==> config.mk <==
export PLATFORM = sky130hd
export DESIGN_NAME = morse_text_codec_top
export DESIGN_NICKNAME = d
export VERILOG_FILES = /design/src/rtl/mtc_pkg.sv /design/src/rtl/mtc_front.sv /design/src/rtl/mtc_queue.sv /design/src/rtl/mtc_back.sv /design/src/rtl/morse_text_codec_top.sv
export VERILOG_INCLUDE_DIRS = /design/src /design/src/rtl
export SDC_FILE = /design/constraint.sdc
export NUM_CORES = 1
export LEC_CHECK = 0
export BUFFER_PORTS_ARGS = -buffer_cell sky130_fd_sc_hd__buf_2
export CORE_ASPECT_RATIO = 2
export CORE_MARGIN = 2
export CORE_UTILIZATION = 45
export DETAILED_ROUTE_END_ITERATION = 8
export PLACE_DENSITY_LB_ADDON = 0.08
export SYNTH_ARGS = -nofsm -noshare
export SYNTH_HDL_FRONTEND = slang
export SYNTH_HIERARCHICAL = 1
export SYNTH_SLANG_ARGS = --single-unit
==> constraint.sdc <==
create_clock -name clk -period 8.53 [get_ports clk]
set_input_delay 2.1325 -clock clk [delete_from_list [all_inputs] [get_ports clk]]
set_output_delay 2.1325 -clock clk [all_outputs]
set_load 0.01 [all_outputs]
==> src/rtl/morse_text_codec_top_assert.svh <==
// Assertion macros used by the codec back end (mtc_back).
`ifndef MORSE_TEXT_CODEC_TOP_ASSERT_SVH
`define MORSE_TEXT_CODEC_TOP_ASSERT_SVH
`ifndef SYNTH
`define MTC_ASSERT_IMPL(label, clk, rst_n, ante, cons, msg) \
	label: assert property (@(posedge clk) disable iff (!rst_n) (ante) |-> (cons)) \
	else $error(msg);
`define MTC_ASSERT_NEXT(label, clk, rst_n, ante, cons, msg) \
	label: assert property (@(posedge clk) disable iff (!rst_n) (ante) |=> (cons)) \
	else $error(msg);
`else
`define MTC_ASSERT_IMPL(label, clk, rst_n, ante, cons, msg)
`define MTC_ASSERT_NEXT(label, clk, rst_n, ante, cons, msg)
`endif
`endif

==> src/rtl/mtc_pkg.sv <==
package mtc_pkg;

	localparam int MAX_SYMBOLS_DEF = 5;
	localparam int NUM_CODES       = 36;
	localparam int NUM_LETTERS     = 26;
	localparam int QUEUE_DEPTH     = 2;

	localparam logic [7:0] CH_DOT   = 8'h2E;
	localparam logic [7:0] CH_DASH  = 8'h2D;
	localparam logic [7:0] CH_SPACE = 8'h20;
	localparam logic [7:0] CH_LOW_A = 8'h61;
	localparam logic [7:0] CH_ZERO  = 8'h30;
	localparam logic [7:0] CASE_GAP = 8'h20;

	// Symbol counts and codes for a..z then 0..9, first symbol in the top bit, dash = 1
	localparam logic [2:0] CODE_LEN [NUM_CODES] = '{
		3'd2, 3'd4, 3'd4, 3'd3, 3'd1, 3'd4, 3'd3, 3'd4, 3'd2, 3'd4, 3'd3, 3'd4, 3'd2,
		3'd2, 3'd3, 3'd4, 3'd4, 3'd3, 3'd3, 3'd1, 3'd3, 3'd4, 3'd3, 3'd4, 3'd4, 3'd4,
		3'd5, 3'd5, 3'd5, 3'd5, 3'd5, 3'd5, 3'd5, 3'd5, 3'd5, 3'd5
	};
	localparam logic [4:0] CODE_BITS [NUM_CODES] = '{
		5'd1, 5'd8, 5'd10, 5'd4, 5'd0, 5'd2, 5'd6, 5'd0, 5'd0, 5'd7, 5'd5, 5'd4, 5'd3,
		5'd2, 5'd7, 5'd6, 5'd13, 5'd2, 5'd0, 5'd1, 5'd1, 5'd1, 5'd3, 5'd9, 5'd11, 5'd12,
		5'd31, 5'd15, 5'd7, 5'd3, 5'd1, 5'd0, 5'd16, 5'd24, 5'd28, 5'd30
	};

	// One unit of output work: a character, or symbols followed by spaces
	typedef struct packed {
		logic       is_char;
		logic [7:0] data;
		logic [2:0] sym_len;
		logic [2:0] total;
	} job_t;

	typedef struct packed {
		logic wr;
		job_t job;
	} job_req_t;

	typedef struct packed {
		logic       hit;
		logic [2:0] len;
		logic [4:0] bits;
	} enc_t;

	typedef struct packed {
		logic       hit;
		logic [7:0] ch;
	} dec_t;

	function automatic enc_t enc_lookup(input logic [7:0] b);
		enc_t       r;
		logic [7:0] c;
		logic [5:0] idx;
		logic       known;
		r     = '0;
		c     = b;
		idx   = '0;
		known = 1'b0;
		if (c inside {[8'h41:8'h5A]})
			c = c + CASE_GAP;
		if (c inside {[8'h61:8'h7A]}) begin
			known = 1'b1;
			idx   = 6'(c - CH_LOW_A);
		end else if (c inside {[8'h30:8'h39]}) begin
			known = 1'b1;
			idx   = 6'(NUM_LETTERS) + 6'(c - CH_ZERO);
		end
		if (known) begin
			r.hit  = 1'b1;
			r.len  = CODE_LEN[idx];
			r.bits = CODE_BITS[idx];
		end
		return r;
	endfunction

	function automatic dec_t dec_lookup(input logic [3:0] len, input logic [7:0] code);
		dec_t r;
		r = '0;
		for (int i = 0; i < NUM_CODES; i++) begin
			if (!r.hit && len == {1'b0, CODE_LEN[6'(i)]} && code == 8'(CODE_BITS[6'(i)])) begin
				r.hit = 1'b1;
				if (i < NUM_LETTERS)
					r.ch = CH_LOW_A + 8'(i);
				else
					r.ch = CH_ZERO + 8'(i - NUM_LETTERS);
			end
		end
		return r;
	endfunction

endpackage

==> src/rtl/mtc_front.sv <==
module mtc_front #(
	parameter int MAX_SYMBOLS = mtc_pkg::MAX_SYMBOLS_DEF
) (
	input  logic              clk,
	input  logic              arst_n,
	input  logic              direction,
	input  logic              push,
	input  logic              q_full,
	input  logic [7:0]        in_byte,
	input  logic              end_of_text,
	output mtc_pkg::job_req_t req
);

	localparam int LW = $clog2(MAX_SYMBOLS + 1);

	logic [MAX_SYMBOLS-1:0] code_q, code_n, src_code;
	logic [LW-1:0]          len_q, len_n, src_len;
	logic                   inv_q, inv_n, src_inv;
	logic                   accept, is_space, is_sym, pending, close;
	mtc_pkg::enc_t          enc;
	mtc_pkg::dec_t          dec;

	assign accept   = push && !q_full;
	assign is_space = in_byte == mtc_pkg::CH_SPACE;
	assign is_sym   = in_byte == mtc_pkg::CH_DOT || in_byte == mtc_pkg::CH_DASH;
	assign pending  = len_q != '0 || inv_q;

	// Gather symbols into the group and decide whether it closes
	always_comb begin
		code_n = code_q;
		len_n  = len_q;
		inv_n  = inv_q;
		close  = 1'b0;
		if (is_space) begin
			close = pending;
		end else if (is_sym) begin
			if (len_q < LW'(MAX_SYMBOLS)) begin
				code_n = {code_q[MAX_SYMBOLS-2:0], in_byte == mtc_pkg::CH_DASH};
				len_n  = len_q + LW'(1);
			end else begin
				inv_n = 1'b1;
			end
		end else begin
			inv_n = 1'b1;
		end
		// a space closes the current group, the end flag the updated one
		src_code = is_space ? code_q : code_n;
		src_len  = is_space ? len_q : len_n;
		src_inv  = is_space ? inv_q : inv_n;
		if (end_of_text && (len_n != '0 || inv_n))
			close = 1'b1;
		if (close) begin
			code_n = '0;
			len_n  = '0;
			inv_n  = 1'b0;
		end
	end

	assign enc = mtc_pkg::enc_lookup(in_byte);
	assign dec = mtc_pkg::dec_lookup(4'(src_len), 8'(src_code));

	// Classify the request into a job for the back end
	always_comb begin
		req     = '0;
		if (!direction) begin
			if (enc.hit) begin
				req.wr           = accept;
				req.job.data     = 8'(enc.bits);
				req.job.sym_len  = enc.len;
				req.job.total    = enc.len + 3'd1;
			end else if (is_space) begin
				req.wr           = accept;
				req.job.total    = 3'd2;
			end
		end else if (is_space && !pending) begin
			req.wr           = accept;
			req.job.is_char  = 1'b1;
			req.job.data     = mtc_pkg::CH_SPACE;
			req.job.total    = 3'd1;
		end else if (close && !src_inv && dec.hit) begin
			req.wr           = accept;
			req.job.is_char  = 1'b1;
			req.job.data     = dec.ch;
			req.job.total    = 3'd1;
		end
	end

	// Hold the group between requests; only decoding changes it
	always_ff @(posedge clk or negedge arst_n) begin
		if (!arst_n) begin
			code_q <= '0;
			len_q  <= '0;
			inv_q  <= 1'b0;
		end else if (accept && direction) begin
			code_q <= code_n;
			len_q  <= len_n;
			inv_q  <= inv_n;
		end
	end

endmodule

==> src/rtl/mtc_queue.sv <==
module mtc_queue (
	input  logic              clk,
	input  logic              arst_n,
	input  mtc_pkg::job_req_t req,
	input  logic              rd,
	output logic              full,
	output logic              empty,
	output mtc_pkg::job_t     head
);

	localparam int AW = $clog2(mtc_pkg::QUEUE_DEPTH);
	localparam int CW = $clog2(mtc_pkg::QUEUE_DEPTH + 1);

	mtc_pkg::job_t slots_q [mtc_pkg::QUEUE_DEPTH];
	logic [AW-1:0] wptr_q, rptr_q;
	logic [CW-1:0] count_q;
	logic          do_wr, do_rd;

	assign full  = count_q == CW'(mtc_pkg::QUEUE_DEPTH);
	assign empty = count_q == '0;
	assign do_wr = req.wr && !full;
	assign do_rd = rd && !empty;
	assign head  = slots_q[rptr_q];

	// Store the job at the write pointer
	always_ff @(posedge clk) begin
		if (do_wr)
			slots_q[wptr_q] <= req.job;
	end

	// Advance pointers and fill count
	always_ff @(posedge clk or negedge arst_n) begin
		if (!arst_n) begin
			wptr_q  <= '0;
			rptr_q  <= '0;
			count_q <= '0;
		end else begin
			if (do_wr)
				wptr_q <= (wptr_q == AW'(mtc_pkg::QUEUE_DEPTH - 1)) ? '0 : wptr_q + AW'(1);
			if (do_rd)
				rptr_q <= (rptr_q == AW'(mtc_pkg::QUEUE_DEPTH - 1)) ? '0 : rptr_q + AW'(1);
			if (do_wr && !do_rd)
				count_q <= count_q + CW'(1);
			else if (do_rd && !do_wr)
				count_q <= count_q - CW'(1);
		end
	end

endmodule

==> src/rtl/mtc_back.sv <==
`include "morse_text_codec_top_assert.svh"

module mtc_back (
	input  logic          clk,
	input  logic          arst_n,
	input  logic          q_empty,
	input  mtc_pkg::job_t head,
	output logic          q_rd,
	input  logic          pop,
	output logic          empty,
	output logic [7:0]    out_byte,
	output logic          last_of_run
);

	logic [2:0] cnt_q, idx;
	logic       out_valid_q, emit, is_last;
	logic [7:0] byte_n;

	assign emit    = !q_empty && (!out_valid_q || pop);
	assign is_last = cnt_q == head.total - 3'd1;
	assign q_rd    = emit && is_last;
	assign idx     = head.sym_len - cnt_q - 3'd1;
	assign empty   = !out_valid_q;

	// Pick the byte for the current step of the job
	always_comb begin
		if (head.is_char)
			byte_n = head.data;
		else if (cnt_q < head.sym_len)
			byte_n = head.data[idx] ? mtc_pkg::CH_DASH : mtc_pkg::CH_DOT;
		else
			byte_n = mtc_pkg::CH_SPACE;
	end

	// Step through the job and fill the result register
	always_ff @(posedge clk or negedge arst_n) begin
		if (!arst_n) begin
			cnt_q       <= '0;
			out_valid_q <= 1'b0;
		end else if (emit) begin
			out_valid_q <= 1'b1;
			cnt_q       <= is_last ? 3'd0 : cnt_q + 3'd1;
		end else if (pop) begin
			out_valid_q <= 1'b0;
		end
	end

	always_ff @(posedge clk) begin
		if (emit) begin
			out_byte    <= byte_n;
			last_of_run <= is_last;
		end
	end

	`MTC_ASSERT_IMPL(a_cnt_in_job, clk, arst_n, !q_empty, cnt_q < head.total, "step beyond job")
	`MTC_ASSERT_IMPL(a_job_held, clk, arst_n, cnt_q != 3'd0, !q_empty, "job lost mid-run")
	`MTC_ASSERT_IMPL(a_char_single, clk, arst_n, !q_empty && head.is_char, head.total == 3'd1,
		"character job longer than one byte")
	`MTC_ASSERT_NEXT(a_run_ends, clk, arst_n, q_rd, cnt_q == 3'd0, "counter not cleared")

endmodule

==> src/rtl/morse_text_codec_top.sv <==
// Channel   Handshake          Payload
// request   push / full        in_byte[7:0], end_of_text
// result    empty / pop        out_byte[7:0], last_of_run
// config    cfg_we             cfg_wdata (direction)
//
// A request is classified in the cycle it is taken; a two-entry job queue follows.
// The back end emits one result byte per cycle unless an unpopped result holds it.
// Results per item: letter or digit len+1 (2 to 6), space 2, decoded character 1.
// Other items cause no result. full rises only when both queue slots wait.
// arst_n clears the group, queue, result valid flag and direction at once.
module morse_text_codec_top #(
	parameter int MAX_SYMBOLS = mtc_pkg::MAX_SYMBOLS_DEF
) (
	input  logic       clk,
	input  logic       arst_n,
	input  logic       push,
	output logic       full,
	input  logic [7:0] in_byte,
	input  logic       end_of_text,
	output logic       empty,
	input  logic       pop,
	output logic [7:0] out_byte,
	output logic       last_of_run,
	input  logic       cfg_we,
	input  logic       cfg_wdata
);

	logic              direction_q, q_full, q_empty, q_rd;
	mtc_pkg::job_req_t req;
	mtc_pkg::job_t     head;

	// Hold the direction register
	always_ff @(posedge clk or negedge arst_n) begin
		if (!arst_n)
			direction_q <= 1'b0;
		else if (cfg_we)
			direction_q <= cfg_wdata;
	end

	assign full = q_full;

	mtc_front #(.MAX_SYMBOLS(MAX_SYMBOLS)) u_front (
		.clk        (clk),
		.arst_n     (arst_n),
		.direction  (direction_q),
		.push       (push),
		.q_full     (q_full),
		.in_byte    (in_byte),
		.end_of_text(end_of_text),
		.req        (req)
	);

	mtc_queue u_queue (
		.clk   (clk),
		.arst_n(arst_n),
		.req   (req),
		.rd    (q_rd),
		.full  (q_full),
		.empty (q_empty),
		.head  (head)
	);

	mtc_back u_back (
		.clk        (clk),
		.arst_n     (arst_n),
		.q_empty    (q_empty),
		.head       (head),
		.q_rd       (q_rd),
		.pop        (pop),
		.empty      (empty),
		.out_byte   (out_byte),
		.last_of_run(last_of_run)
	);

endmodule

==> summary.md <==
| Metric | Value |
|---|---|
| Critical Path Sink Type | register |
| Via-to-Cell Ratio | 6.43 |
| Synth Area in Simple Gates | 0.203 |
| Initial antenna violation count | 0 |
| Hold Path Depth | 1 |
| Worst Path Max Fanout | 13 |
| Minimum clock period | slightly above 6000 ps |
| Drt pass-1 iters | 5 |
| Worst-skew pair later-pin latency | around 320 ps |
| Most common cell in the netlist | nand2_1 |
| Detail Placement HPWL | 11800 µm |
| Async set-reset flop share out of synthesis | 0.316 |
| DP Area | 5190 µm² |
| RSZ-0062 raised after global routing | false |
| Final period utilization | 0.728 |
| Post-CTS setup repair buffer count | 0 |
| Synth area leader | edfxtp_1 |
| Row count | 54 |
| All-Layer GR Usage | 0.250 |
| Mapped Nets | between 500 and 600 |
| Largest family of logic cells by synthesized area | compound AO/OA/AOI/OAI gates |
| Critical Path, Cell by Cell | buf_2, inv_1, ha_1, or4b_4, a21oi_2, a211o_1, nand2b_1, nor2_1, or2_2, ha_1, inv_1, xnor2_1, a221o_1, a211oi_1, ha_1, nand2_1, a21oi_1 |
| Register area share after synthesis | 0.322 |
| Register-to-Register Path Depth | 10 |
| Starting Density | 0.462 |
| Class of the worst hold path | reg -> reg |
| Wirelength per Cell | approximately 21 µm |
| Num CTS Buffers | 9 |
| Syn avg cell area | between 9 and 10 µm² |
| Largest net degree at the start of global routing | 21 |
| Gpl congestion | between 0.9 and 1 |
| Die area | 12100 µm² |
| Cell Pwr Density | 212 nW/µm² |
| CP arrival | 6250 ps |
| I/O pin count | 26 |
| CP top delay family | compound AO/OA/AOI/OAI gates |
| Adder-cell share of the synthesized area | 0.0612 |
| Reg-to-reg endpoint | u_queue/slots_q[1][3] |
| Slew margin rel. | 0.188 |
| WHS Endpoint | u_queue/wptr_q |
| Max Fclk | 161 MHz |
| Final Hold Viols | 0 |
| YS warnings | 6 |
| CP bufs+invs | 3 |
| CTS tree | done |
| Hold buffer count at cts | 0 |
| Slowest CP cell | or4b_4 |
| Crit-path max cell delay | 520 ps |
| Fin. max-slew vios | 0 |
| ANT nets after route | 0 |
| Die W | 78.8 µm |
| Synth Area in XOR/XNOR | 0.0261 |
| Worst vdd ir | 0.136 mV |
| Storage cell area | 1620 µm² |
| Number of global-route vias before repair | 4471 |
| Port Buffers | 25 |
| H-Tree Depth | 3 |
| Dpl ws | ~2100 ps |
| Post-synth cell types | 91 |
| Nets | 592 |
| Compound-Gate Fraction of Synth Area | 0.260 |
| Post-Synthesis Cells | 540 |
| Area contributors post-synth | edfxtp_1 23%, dfrtp_1 9.0%, ha_1 5.7% |
| Setup TNS | 0 ps |
| Synth Flop Type | edfxtp_1 |
| FF+latch count, synth | 57 |
| Resized Gates After CTS | 0 |
| Root Buffer | clkbuf_16 |
| Share of cells above drive strength 1 | 0.143 |
| Core area | 10900 µm² |
| Crit path kind | in -> reg |
| Synth top area share | 0.233 |
| Final worst slack | about 2300 ps |
| Worst Clk Skew | 11.4 ps |
| LEAKAGE | 2.10 nW |
| Layout area overhead | 9.23% |
| Die span in y | approximately 150 µm |
| Hold_sp | u_queue/wptr_q |
| Critical path's most frequent cell | ha_1 |
| Mux cell area share after synthesis | 0.0751 |
| Fillers | 1053 |
| Clock buffer depth | 2 |
| GR Overflow Total | 0 |
| Synth cell count leaders | 42 x nand2_1, 39 x edfxtp_1, 36 x nor2_1 |
| Status | finished, final reports clean |
| Slew @ Worst Pin | 1210 ps |
| Overall power | approximately 0.0012 W |
| Multi-input logic area | 3150 µm² |
| Worst r2r src | u_front/len_q[0] |
| Finished Core Util | 0.505 |
| Req. time, crit path | 8570 ps |
| Final setup viols | 0 |
| Setup slack, reg-to-reg | 4580 ps |
| First-pass GRT wire length | 23300 µm |
| Initial DRC count | 309 |
| Final instance area | 5490 µm² |
| Diode count | 0 |
| Clock transition at path regs | 60 ps |
| CP Launch Type | primary input |
| Via count | about 4500 |
| Post-synth EDFFs | 39 |
| Synthesized area | 5030 µm² |
| Clock tree sinks | 57 |
| Max cap viols | 0 |
| # DRC | 0 |
| Final WL | 14900 µm |
==> per-stage QoR <==
| step | hold WS [ps] | instances |
|---|---|---|
| 5_1_grt | 516 | 698 |
| 4_1_cts | 506 | 698 |
| 6_report | 499 | 698 |
| 3_3_place_gp | 482 | 682 |
| 2_1_floorplan | 461 | 540 |
| 3_5_place_dp | 493 | 682 |
==> final cells by class <==
cell class,count,share of cell area
Clock buffer,9,0.0410
Clock inverter,7,0.0139
Inverter,28,0.0191
Multi-Input combinational cell,430,0.573
Sequential cell,57,0.295
Tap cell,140,0.0319
Timing Repair Buffer,27,0.0255
==> power by group <==
part | internal (W) | total (W) | switching (W)
Sequential | 0.000355 | 0.000404 | 0.0000484
Combinational | 0.000177 | 0.000401 | 0.000224
Clock | 0.000228 | 0.000358 | 0.000130
==> cells in the final DEF, fill, tap and decap left out, types with 13 or more instances in the layout <==
master,synthesis,final
edfxtp_1,39,39
o21ai_0,18,18
inv_1,28,28
nor2_1,36,36
a21oi_1,17,17
nand2_1,42,42
ha_1,23,23
nand2b_1,13,13
nor3_1,16,16
o211ai_1,13,13
dfrtp_1,18,18
buf_2,7,25
nand3_1,15,15
==> worst max-delay path by stage <==
| stage | endpoint | slack (ps) | cells past startpoint | from |
|---|---|---|---|---|
| final | u_queue/slots_q[0][1] | 2320 | 17 | in_byte[0] |
| after CTS | u_queue/slots_q[0][1] | 2370 | 17 | in_byte[0] |
| after global routing | u_queue/slots_q[0][1] | 2140 | 17 | in_byte[1] |
| after floorplan | u_queue/slots_q[0][1] | 2880 | 15 | in_byte[1] |
| after detailed placement | u_queue/slots_q[1][1] | 2060 | 17 | in_byte[0] |
| after global placement | u_queue/slots_q[0][1] | 2130 | 16 | in_byte[0] |
==> routing by layer <==
metal / share of wire / routed length (µm) / vias up / global-route usage
met5: 0 / 0 / - / 0
met4: 0.062 / 925 / 0 / 0.159
met3: 0.037 / 557 / 54 / 0.0258
met2: 0.55 / 8180 / 175 / 0.465
met1: 0.35 / 5250 / 2134 / 0.256
li1: - / - / 2127 / -
==> flip-flops by register name, indices dropped and copies added, names as in the netlist <==
register,flops
u_queue/slots_q,30
u_back/out_byte,8
u_front/code_q,5
u_back/cnt_q,3
u_front/len_q,3
u_queue/count_q,2
direction_q,1
u_back/last_of_run,1
u_back/out_valid_q,1
u_front/inv_q,1
u_queue/rptr_q,1
u_queue/wptr_q,1
==> logic make-up after synthesis <==
group / after synthesis
AOI/OAI and AO/OA: 173
xor gates and xnor gates: 15
adders and majority gates: 24
buffers and inverters: 53
DFF: 57
muxes: 28
other: 1
and+or+nand+nor: 189
Power figures use the tool's default switching activity.
